[config.mk]
export PLATFORM = sky130hd
export DESIGN_NAME = camera_text_message_parser
export DESIGN_NICKNAME = d
export VERILOG_FILES = /design/src/rtl/core/ctmp_pkg.sv /design/src/rtl/core/camera_text_message_parser.sv
export VERILOG_INCLUDE_DIRS = /design/src /design/src/rtl/core
export SDC_FILE = /design/constraint.sdc
export NUM_CORES = 1
export LEC_CHECK = 0
export ABC_AREA = 1
export BUFFER_PORTS_ARGS = -buffer_cell sky130_fd_sc_hd__buf_4
export CORE_ASPECT_RATIO = 2
export CORE_MARGIN = 3
export CORE_UTILIZATION = 30
export DETAILED_ROUTE_END_ITERATION = 16
export PLACE_DENSITY = 0.51
export SLEW_MARGIN = 0
export SYNTH_ARGS = -nofsm -noshare
export SYNTH_HDL_FRONTEND = slang
export SYNTH_SLANG_ARGS = --single-unit
[constraint.sdc]
create_clock -name clk_i -period 6.64 [get_ports clk_i]
set_input_delay 0.996 -clock clk_i [delete_from_list [all_inputs] [get_ports clk_i]]
set_output_delay 0.996 -clock clk_i [all_outputs]
set_load 0.005 [all_outputs]
[src/rtl/core/camera_text_message_parser_assert.svh]
// ----------------------------------------------------------------------------
// camera text message parser assertion macros
// shared concurrent assertion forms, clocked and reset-qualified
// ----------------------------------------------------------------------------
`ifndef CAMERA_TEXT_MESSAGE_PARSER_ASSERT_SVH
`define CAMERA_TEXT_MESSAGE_PARSER_ASSERT_SVH

// same-cycle implication
`define CTMP_ASSERT_SAME(label, clk, rst_n, pre, post) \
  label: assert property (@(posedge clk) disable iff (!(rst_n)) (pre) |-> (post)) \
    else $error("ctmp assertion failed");

// next-cycle implication
`define CTMP_ASSERT_NEXT(label, clk, rst_n, pre, post) \
  label: assert property (@(posedge clk) disable iff (!(rst_n)) (pre) |=> (post)) \
    else $error("ctmp assertion failed");

`endif

[src/rtl/core/ctmp_pkg.sv]
// ----------------------------------------------------------------------------
// ctmp_pkg
// constants, codes and type tables of the camera text message parser
// ----------------------------------------------------------------------------
package ctmp_pkg;

  // token and value limits
  localparam int unsigned MAX_TOKEN_LEN = 32;
  localparam int unsigned MAX_VALUES    = 32;
  localparam int unsigned CHAR_W        = $clog2(MAX_TOKEN_LEN);
  localparam int unsigned VAL_W         = $clog2(MAX_VALUES + 1);

  // characters
  localparam logic [7:0] CH_LF    = 8'h0A;
  localparam logic [7:0] CH_CR    = 8'h0D;
  localparam logic [7:0] CH_SP    = 8'h20;
  localparam logic [7:0] CH_NUL   = 8'h00;
  localparam logic [7:0] CH_PLUS  = 8'h2B;
  localparam logic [7:0] CH_MINUS = 8'h2D;
  localparam logic [7:0] CH_ZERO  = 8'h30;
  localparam logic [7:0] CH_NINE  = 8'h39;
  localparam logic [7:0] CH_ONE   = 8'h31;
  localparam logic [7:0] CH_THREE = 8'h33;
  localparam logic [7:0] CH_T     = 8'h54;
  localparam logic [7:0] CH_N     = 8'h4E;
  localparam logic [7:0] CH_D     = 8'h44;
  localparam logic [7:0] CH_F     = 8'h46;

  // message kinds
  localparam logic [3:0] KIND_T1 = 4'd0;
  localparam logic [3:0] KIND_N1 = 4'd1;
  localparam logic [3:0] KIND_D1 = 4'd2;
  localparam logic [3:0] KIND_T2 = 4'd3;
  localparam logic [3:0] KIND_N2 = 4'd4;
  localparam logic [3:0] KIND_D2 = 4'd5;
  localparam logic [3:0] KIND_F2 = 4'd6;
  localparam logic [3:0] KIND_T3 = 4'd7;
  localparam logic [3:0] KIND_N3 = 4'd8;
  localparam logic [3:0] KIND_D3 = 4'd9;
  localparam logic [3:0] KIND_F3 = 4'd10;

  // result item kinds
  localparam logic [2:0] ITEM_ID    = 3'd0;
  localparam logic [2:0] ITEM_COORD = 3'd1;
  localparam logic [2:0] ITEM_DIM   = 3'd2;
  localparam logic [2:0] ITEM_EXTRA = 3'd3;
  localparam logic [2:0] ITEM_END   = 3'd4;
  localparam logic [2:0] ITEM_ABORT = 3'd5;

  // letter index: T, N, D, F
  localparam logic [1:0] LET_T = 2'd0;
  localparam logic [1:0] LET_N = 2'd1;
  localparam logic [1:0] LET_D = 2'd2;
  localparam logic [1:0] LET_F = 2'd3;

  // kind from letter and digit (digit 0..2); F1 does not exist
  function automatic logic [4:0] kind_lookup(logic [1:0] letter, logic [1:0] digit);
    logic [3:0] k;
    logic       ok;
    ok = 1'b1;
    k  = KIND_T1;
    case ({letter, digit})
      {LET_T, 2'd0}: k = KIND_T1;
      {LET_T, 2'd1}: k = KIND_T2;
      {LET_T, 2'd2}: k = KIND_T3;
      {LET_N, 2'd0}: k = KIND_N1;
      {LET_N, 2'd1}: k = KIND_N2;
      {LET_N, 2'd2}: k = KIND_N3;
      {LET_D, 2'd0}: k = KIND_D1;
      {LET_D, 2'd1}: k = KIND_D2;
      {LET_D, 2'd2}: k = KIND_D3;
      {LET_F, 2'd1}: k = KIND_F2;
      {LET_F, 2'd2}: k = KIND_F3;
      default:       ok = 1'b0;
    endcase
    return {ok, k};
  endfunction

  // fixed value count per kind (F kinds take it from the count token)
  function automatic logic [3:0] value_count_of(logic [3:0] kind);
    logic [3:0] n;
    case (kind)
      KIND_T1, KIND_N1:          n = 4'd1;
      KIND_D1, KIND_T2, KIND_N2: n = 4'd2;
      KIND_D2:                   n = 4'd8;
      KIND_T3, KIND_N3, KIND_D3: n = 4'd3;
      default:                   n = 4'd0;
    endcase
    return n;
  endfunction

endpackage

[src/rtl/core/camera_text_message_parser.sv]
// ----------------------------------------------------------------------------
// camera_text_message_parser
// parses a line-based camera text protocol one character at a time and emits
// id characters, coordinates, dimensions, extra characters, end and abort markers
// ----------------------------------------------------------------------------
//  channel  | direction | handshake              | payload
//  ---------+-----------+------------------------+-----------------------------
//  in       | input     | in_valid_i / in_stall_o | rx_byte_i
//  out      | output    | out_valid_o / out_stall_i | message_kind_o, item_kind_o,
//           |           |                        | item_index_o, item_value_o,
//           |           |                        | last_of_message_o
//
// one word per cycle sustained while out_stall_i does not hold a result; a
// word's result passes the input register, then the result register
// the parse step is a single pass from the input register to the result
// register, the decimal accumulate being a shift-add by ten
// a stalled result holds the result register; a word that makes no result
// still moves through, only a word that makes one waits for the register
// reset is asynchronous and puts the parser in newline search
// ----------------------------------------------------------------------------
module camera_text_message_parser (
  input  logic               clk_i,
  input  logic               rst_ni,
  input  logic               in_valid_i,
  output logic               in_stall_o,
  input  logic [7:0]         rx_byte_i,
  output logic               out_valid_o,
  input  logic               out_stall_i,
  output logic [3:0]         message_kind_o,
  output logic [2:0]         item_kind_o,
  output logic [4:0]         item_index_o,
  output logic signed [16:0] item_value_o,
  output logic               last_of_message_o
);
  import ctmp_pkg::*;

  typedef enum logic [3:0] {
    PH_SYNC      = 4'd0,
    PH_TYPE      = 4'd1,
    PH_ID        = 4'd2,
    PH_SIZE      = 4'd3,
    PH_COORD     = 4'd4,
    PH_DIM       = 4'd5,
    PH_QUAT      = 4'd6,
    PH_EXTRA     = 4'd7,
    PH_END_NL    = 4'd8,
    PH_END_PLAIN = 4'd9
  } phase_e;

  // input register
  logic       in_full_q, in_full_d;
  logic [7:0] rx_byte_q;

  // parser state
  phase_e            phase_q, phase_d;
  logic [7:0]        type_chars_q [2];
  logic [7:0]        type_chars_d [2];
  logic [3:0]        current_kind_q, current_kind_d;
  logic [VAL_W-1:0]  values_expected_q, values_expected_d;
  logic [VAL_W-1:0]  value_count_q, value_count_d;
  logic [CHAR_W-1:0] char_count_q, char_count_d;
  logic [15:0]       acc_q, acc_d;
  logic              neg_q, neg_d;
  logic              digits_ended_q, digits_ended_d;

  // result register
  logic              out_valid_q, out_valid_d;
  logic [3:0]        res_kind_q;
  logic [2:0]        res_item_q;
  logic [4:0]        res_index_q;
  logic [16:0]       res_value_q;
  logic              res_last_q;

  // step results
  logic        res_valid;
  logic [2:0]  res_item;
  logic [4:0]  res_index;
  logic [16:0] res_value;
  logic        res_last;
  logic        abort;
  logic        fire;
  logic        out_free;
  logic        delim;
  logic        is_digit;
  logic [15:0] tok_val;
  logic [15:0] acc_x10;
  logic [1:0]  letter;
  logic        letter_ok;
  logic [4:0]  kind_hit;
  logic [VAL_W-1:0] vc_next;

  assign out_free   = !out_valid_q || !out_stall_i;
  assign fire       = in_full_q && (out_free || !res_valid);
  assign in_stall_o = in_full_q && !fire;

  // character classes and token value
  assign delim    = (rx_byte_q == CH_SP) || (rx_byte_q == CH_LF) ||
                    (rx_byte_q == CH_CR) || (rx_byte_q == CH_NUL);
  assign is_digit = (rx_byte_q >= CH_ZERO) && (rx_byte_q <= CH_NINE);
  assign tok_val  = neg_q ? 16'(16'd0 - acc_q) : acc_q;
  assign acc_x10  = 16'({acc_q, 3'b000} + {acc_q, 1'b0});
  assign vc_next  = value_count_q + VAL_W'(1);

  // type letter decode
  always_comb begin
    letter_ok = 1'b1;
    letter    = LET_T;
    case (type_chars_q[0])
      CH_T:    letter = LET_T;
      CH_N:    letter = LET_N;
      CH_D:    letter = LET_D;
      CH_F:    letter = LET_F;
      default: letter_ok = 1'b0;
    endcase
  end

  assign kind_hit = kind_lookup(letter, 2'(type_chars_q[1] - CH_ONE));

  // parse step
  always_comb begin
    phase_d           = phase_q;
    type_chars_d      = type_chars_q;
    current_kind_d    = current_kind_q;
    values_expected_d = values_expected_q;
    value_count_d     = value_count_q;
    char_count_d      = char_count_q;
    acc_d             = acc_q;
    neg_d             = neg_q;
    digits_ended_d    = digits_ended_q;
    res_valid         = 1'b0;
    res_item          = ITEM_END;
    res_index         = 5'd0;
    res_value         = 17'd0;
    res_last          = 1'b0;
    abort             = 1'b0;

    case (phase_q)
      PH_SYNC: begin
        if (rx_byte_q == CH_LF) begin
          phase_d      = PH_TYPE;
          char_count_d = '0;
        end
      end

      PH_TYPE: begin
        if (char_count_q < CHAR_W'(2)) begin
          type_chars_d[char_count_q[0]] = rx_byte_q;
          char_count_d = char_count_q + CHAR_W'(1);
        end else begin
          char_count_d   = '0;
          acc_d          = '0;
          neg_d          = 1'b0;
          digits_ended_d = 1'b0;
          if (letter_ok && (type_chars_q[1] >= CH_ONE) &&
              (type_chars_q[1] <= CH_THREE) && kind_hit[4]) begin
            current_kind_d    = kind_hit[3:0];
            values_expected_d = VAL_W'(value_count_of(kind_hit[3:0]));
            value_count_d     = '0;
            phase_d           = (letter == LET_T) ? PH_COORD : PH_ID;
          end else begin
            phase_d = PH_SYNC;
          end
        end
      end

      PH_ID, PH_EXTRA: begin
        if (delim) begin
          char_count_d   = '0;
          acc_d          = '0;
          neg_d          = 1'b0;
          digits_ended_d = 1'b0;
          if (phase_q == PH_ID) begin
            phase_d = (current_kind_q inside {KIND_F2, KIND_F3}) ? PH_SIZE : PH_COORD;
          end else begin
            phase_d   = (rx_byte_q == CH_LF) ? PH_TYPE : PH_SYNC;
            res_valid = 1'b1;
            res_item  = ITEM_END;
            res_last  = 1'b1;
          end
        end else if (char_count_q >= CHAR_W'(MAX_TOKEN_LEN - 1)) begin
          abort = 1'b1;
        end else begin
          char_count_d = char_count_q + CHAR_W'(1);
          res_valid    = 1'b1;
          res_item     = (phase_q == PH_ID) ? ITEM_ID : ITEM_EXTRA;
          res_index    = 5'(char_count_q);
          res_value    = {9'd0, rx_byte_q};
        end
      end

      PH_SIZE, PH_COORD, PH_DIM, PH_QUAT: begin
        if (!delim) begin
          // number character
          if (char_count_q >= CHAR_W'(MAX_TOKEN_LEN - 1)) begin
            abort = 1'b1;
          end else begin
            if ((char_count_q == '0) &&
                ((rx_byte_q == CH_MINUS) || (rx_byte_q == CH_PLUS))) begin
              neg_d = (rx_byte_q == CH_MINUS);
            end else if (is_digit && !digits_ended_q) begin
              acc_d = 16'(acc_x10 + {12'd0, rx_byte_q[3:0]});
            end else begin
              digits_ended_d = 1'b1;
            end
            char_count_d = char_count_q + CHAR_W'(1);
          end
        end else begin
          // token complete
          char_count_d   = '0;
          acc_d          = '0;
          neg_d          = 1'b0;
          digits_ended_d = 1'b0;
          case (phase_q)
            PH_SIZE: begin
              if ((tok_val == 16'd0) || (tok_val > 16'(MAX_VALUES))) begin
                abort = 1'b1;
              end else begin
                values_expected_d = VAL_W'(tok_val);
                value_count_d     = '0;
                phase_d           = PH_COORD;
              end
            end
            PH_QUAT: begin
              if (vc_next >= VAL_W'(4)) begin
                value_count_d = '0;
                phase_d       = PH_EXTRA;
              end else begin
                value_count_d = vc_next;
              end
            end
            default: begin
              res_valid = 1'b1;
              res_index = 5'(value_count_q);
              if (phase_q == PH_COORD) begin
                res_item  = ITEM_COORD;
                res_value = {tok_val[15], tok_val};
              end else begin
                res_item  = ITEM_DIM;
                res_value = {1'b0, tok_val};
              end
              value_count_d = vc_next;
              if (vc_next >= values_expected_q) begin
                value_count_d = '0;
                if (phase_q == PH_COORD) begin
                  if (current_kind_q inside {KIND_T1, KIND_T2, KIND_T3}) begin
                    phase_d = (rx_byte_q == CH_LF) ? PH_END_NL : PH_END_PLAIN;
                  end else if (current_kind_q inside {KIND_N1, KIND_N2, KIND_N3,
                                                      KIND_D3}) begin
                    phase_d = PH_DIM;
                  end else begin
                    phase_d = PH_EXTRA;
                  end
                end else if (current_kind_q == KIND_D3) begin
                  phase_d = PH_QUAT;
                end else begin
                  phase_d = (rx_byte_q == CH_LF) ? PH_END_NL : PH_END_PLAIN;
                end
              end
            end
          endcase
        end
      end

      PH_END_NL: begin
        type_chars_d[0] = rx_byte_q;
        char_count_d    = CHAR_W'(1);
        phase_d         = PH_TYPE;
        res_valid       = 1'b1;
        res_item        = ITEM_END;
        res_last        = 1'b1;
      end

      PH_END_PLAIN: begin
        char_count_d = '0;
        phase_d      = (rx_byte_q == CH_LF) ? PH_TYPE : PH_SYNC;
        res_valid    = 1'b1;
        res_item     = ITEM_END;
        res_last     = 1'b1;
      end

      default: begin
        phase_d = PH_SYNC;
      end
    endcase

    // abort closes the message and resyncs
    if (abort) begin
      phase_d        = PH_SYNC;
      char_count_d   = '0;
      acc_d          = '0;
      neg_d          = 1'b0;
      digits_ended_d = 1'b0;
      res_valid      = 1'b1;
      res_item       = ITEM_ABORT;
      res_index      = 5'd0;
      res_value      = 17'd0;
      res_last       = 1'b1;
    end
  end

  // input and result register handshakes
  always_comb begin
    if (in_valid_i && !in_stall_o) begin
      in_full_d = 1'b1;
    end else if (fire) begin
      in_full_d = 1'b0;
    end else begin
      in_full_d = in_full_q;
    end
    if (fire && res_valid) begin
      out_valid_d = 1'b1;
    end else if (!out_stall_i) begin
      out_valid_d = 1'b0;
    end else begin
      out_valid_d = out_valid_q;
    end
  end

  // control and state registers
  always_ff @(posedge clk_i or negedge rst_ni) begin
    if (!rst_ni) begin
      in_full_q         <= 1'b0;
      out_valid_q       <= 1'b0;
      phase_q           <= PH_SYNC;
      type_chars_q[0]   <= 8'd0;
      type_chars_q[1]   <= 8'd0;
      current_kind_q    <= KIND_T1;
      values_expected_q <= '0;
      value_count_q     <= '0;
      char_count_q      <= '0;
      acc_q             <= '0;
      neg_q             <= 1'b0;
      digits_ended_q    <= 1'b0;
    end else begin
      in_full_q   <= in_full_d;
      out_valid_q <= out_valid_d;
      if (fire) begin
        phase_q           <= phase_d;
        type_chars_q      <= type_chars_d;
        current_kind_q    <= current_kind_d;
        values_expected_q <= values_expected_d;
        value_count_q     <= value_count_d;
        char_count_q      <= char_count_d;
        acc_q             <= acc_d;
        neg_q             <= neg_d;
        digits_ended_q    <= digits_ended_d;
      end
    end
  end

  // payload registers
  always_ff @(posedge clk_i) begin
    if (in_valid_i && !in_stall_o) begin
      rx_byte_q <= rx_byte_i;
    end
    if (fire && res_valid) begin
      res_kind_q  <= current_kind_q;
      res_item_q  <= res_item;
      res_index_q <= res_index;
      res_value_q <= res_value;
      res_last_q  <= res_last;
    end
  end

  assign out_valid_o       = out_valid_q;
  assign message_kind_o    = res_kind_q;
  assign item_kind_o       = res_item_q;
  assign item_index_o      = res_index_q;
  assign item_value_o      = signed'(res_value_q);
  assign last_of_message_o = res_last_q;

  // checks
`include "camera_text_message_parser_assert.svh"

  `CTMP_ASSERT_SAME(a_marker_clean, clk_i, rst_ni,
                    out_valid_o && last_of_message_o,
                    (item_index_o == 5'd0) && (item_value_o == 17'sd0))
  `CTMP_ASSERT_SAME(a_last_matches_item, clk_i, rst_ni, out_valid_o,
                    last_of_message_o == ((item_kind_o == ITEM_END) ||
                                          (item_kind_o == ITEM_ABORT)))
  `CTMP_ASSERT_NEXT(a_sync_holds, clk_i, rst_ni,
                    fire && (phase_q == PH_SYNC) && (rx_byte_q != CH_LF),
                    phase_q == PH_SYNC)
  `CTMP_ASSERT_SAME(a_kind_range, clk_i, rst_ni, out_valid_o,
                    message_kind_o <= KIND_F3)

endmodule

==> flow_summary.json <==
{
  "outcome": "completed",
  "nFillCells": 2310,
  "vdd_ir_drop_max_mv": 0.1225,
  "max_freq_ghz": 0.2407,
  "grt.overflow.total": 0,
  "track_usage": 0.1697,
  "path_class": "reg2out",
  "rows": 76,
  "arrival_ns": 3.16,
  "dieArea_um2": 23970,
  "io_pins": 44,
  "drc": 0,
  "synth_flop_cell": "dfrtp_1",
  "port_buffers": 43,
  "worst-path-max-fanout": 14,
  "first_iter_violations": 243,
  "clk_pin_slew_ns": 0.07,
  "dp.final_hpwl_um": 15920,
  "coreArea_um2": 21590,
  "setup_tns_ns": 0,
  "layout_common_cells": "nand2_1, inv_1, nor2_1, dfrtp_1, o21ai_0",
  "layout-drive-gt1-share": 0.1105,
  "cts_made_buffers": 9,
  "worstSetupStartpointType": "flip-flop",
  "gp_congestion": 1.049,
  "ys_seq_area_frac": 0.4033,
  "cellPowerDensity_nw_per_um2": 243.1,
  "cts_resized": 0,
  "die_h_um": 216.0,
  "htree_levels": 3,
  "synth_area_per_cell_um2": 7.827,
  "crit_chain": "nor2_1 -> inv_1 -> nor3_1 -> nand4_1 -> nand2_1 -> nor2_1 -> nand2_1 -> nand2_1 -> nor3_2 -> nand3_4 -> nand3_1 -> inv_1 -> buf_4",
  "slew_viol_final": 0,
  "leakage_nw": 3.653,
  "hold_viol": 0,
  "fin_skew_ns": 0.01022,
  "final_common_cell": "nand2_1",
  "final_util": 0.3452,
  "cp_slowest_cell": "nand2_1",
  "cp-end-kind": "primary output",
  "cts_hold_buf": 0,
  "rrSetupSlack_ns": 2.60,
  "cts.sinks": 99,
  "clkLatencyLatePin_ns": 0.37,
  "die_w_um": 111.0,
  "dr.pass1.iters": 5,
  "wl_um": 19700,
  "met3_length_um": 365,
  "synth-edff-count": 38,
  "drv_cap": 0,
  "yosysUniqueCellTypes": 49,
  "cts_setup_buffers": 0,
  "hold_class": "reg2reg",
  "syn_nets": 900,
  "seq_area_um2": 2668,
  "synth_cells": 845,
  "cts_tree": "yes",
  "period_needed_ns": 4.155,
  "antenna_found_initial": 0,
  "antennaDiodeCount": 0,
  "finalSetupViolations": 0,
  "grt_pass1_wl_um": 31130,
  "cpPeakStageDelay_ns": 0.45,
  "slew_headroom": 0.2761,
  "vias_per_cell": 4.899,
  "fin_nets": 937,
  "min_period_over_period": 0.6258,
  "ys.warnings.count": 0,
  "synth-seq-cells": 99,
  "initial_utilization": 0.3064,
  "wirelength_met1_um": 6574,
  "wire_per_inst_um": 16.98,
  "multiInputGateArea_um2": 3417,
  "cts_root_buf": "clkbuf_16",
  "hold_ws_ns": 0.4845,
  "critPathRequiredTime_ns": 5.64,
  "rsz0062_at_grt": "false",
  "worst_pin_slew_ns": 1.076,
  "top_layer": "met4",
  "worst_path_most_repeated_cell": "nand2_1",
  "wl_met2_um": 11730,
  "vias": 5683,
  "area_delta_synth_final_pct": 12.68,
  "clk_path_buf_depth": 2,
  "async_flop_share": 0.6162,
  "grt_pass1_vias": 5742,
  "syn_area_um2": 6614,
  "grt_start_max_net_pins": 62,
  "drtAntennaViolNets": 0
}
==> routing by layer <==
| metal | global-route usage | vias to the layer above |
|---|---|---|
| li1 | - | 2865 |
| met1 | 0.1566 | 2677 |
| met2 | 0.3445 | 101 |
| met3 | 0.02217 | 40 |
| met4 | 0.09536 | 0 |
| met5 | 0 | - |
==> state kept, by name (all words and copies together) (netlist names), 5 cells and up <==
register,flops
item_value_o,17
acc_q,16
type_chars_q,16
rx_byte_q,8
value_count_q,6
values_expected_q,6
char_count_q,5
item_index_o,5
==> synth_stat cells (4+ instances only) <==
library cell,count,share of area
a21oi_1,26,0.020
buf_2,9,0.0068
buf_6,5,0.0085
dfrtp_1,61,0.23
edfxtp_1,38,0.17
ha_1,41,0.078
inv_1,104,0.059
inv_2,4,0.0023
nand2_1,214,0.12
nand2_2,9,0.0085
nand2_4,5,0.0085
nand3_1,34,0.026
nand3_2,4,0.0061
nand4_1,22,0.021
nor2_1,97,0.055
nor3_1,12,0.0091
nor4_1,6,0.0057
o21ai_0,48,0.036
o21ai_1,11,0.0083
o21ai_2,8,0.011
o21bai_1,20,0.023
o22ai_1,9,0.0085
xnor2_1,5,0.0066
xor2_1,14,0.019
==> stage by stage <==
step / power [mW] / cells / setup slack [ns] / cell area [um^2]
after floorplan: 1.139 / 845 / 3.501 / 6614
after global placement: 1.305 / 1144 / 2.709 / 7166
after detailed placement: 1.307 / 1144 / 2.582 / 7166
after CTS: 1.839 / 1160 / 2.482 / 7452
after global routing: 1.930 / 1160 / 2.200 / 7452
final: 1.812 / 1160 / 2.485 / 7452
==> worst max-delay path, delay by kind of cell (launching register included) <==
| family | cells | cell delay (ns) |
|---|---|---|
| buf+inv | 3 | 0.26 |
| simple gates | 10 | 2.13 |
| flops | 1 | 0.41 |
==> power breakdown <==
part / switching [mW] / internal [mW]
logic: 0.372 / 0.155
clock network: 0.235 / 0.289
registers: 0.0658 / 0.696
==> path summary, 6_finish.rpt <==
path,startpoint,end,cells after the start
hold reg to reg,type_chars_q[10],type_chars_q[10],2
setup / recovery,rx_byte_q[7],in_stall_o,13
min in group asynchronous,rst_ni,char_count_q[4],1
setup reg to reg,rx_byte_q[7],item_kind_o[1],14
max in group asynchronous,rst_ni,current_kind_q[0],1
hold / removal,type_chars_q[10],type_chars_q[10],2
==> cells by family (layout without fill, tap and decap cells) <==
kind of cell | after synthesis | count (layout) | share of synthesized area
AO/OA/AOI/OAI | 139 | 139 | 0.1285
flip-flops | 99 | 99 | 0.4033
buffers and inverters | 127 | 169 | 0.08002
adder cells (fa/ha/maj) | 43 | 43 | 0.08362
XOR/XNOR | 19 | 19 | 0.02516
AND/OR/NAND/NOR | 418 | 418 | 0.2794
==> area by class of cell <==
| class | instances | share of cell area |
|---|---|---|
| multi-input cells | 619 | 0.4585 |
| well taps | 273 | 0.04584 |
| clock inverters | 6 | 0.007723 |
| inverters | 109 | 0.05490 |
| repair buffers | 44 | 0.04433 |
| clock buffers | 10 | 0.03073 |
| flip-flops and latches | 99 | 0.3580 |
Note: power is estimated with default switching activity, not from simulation.
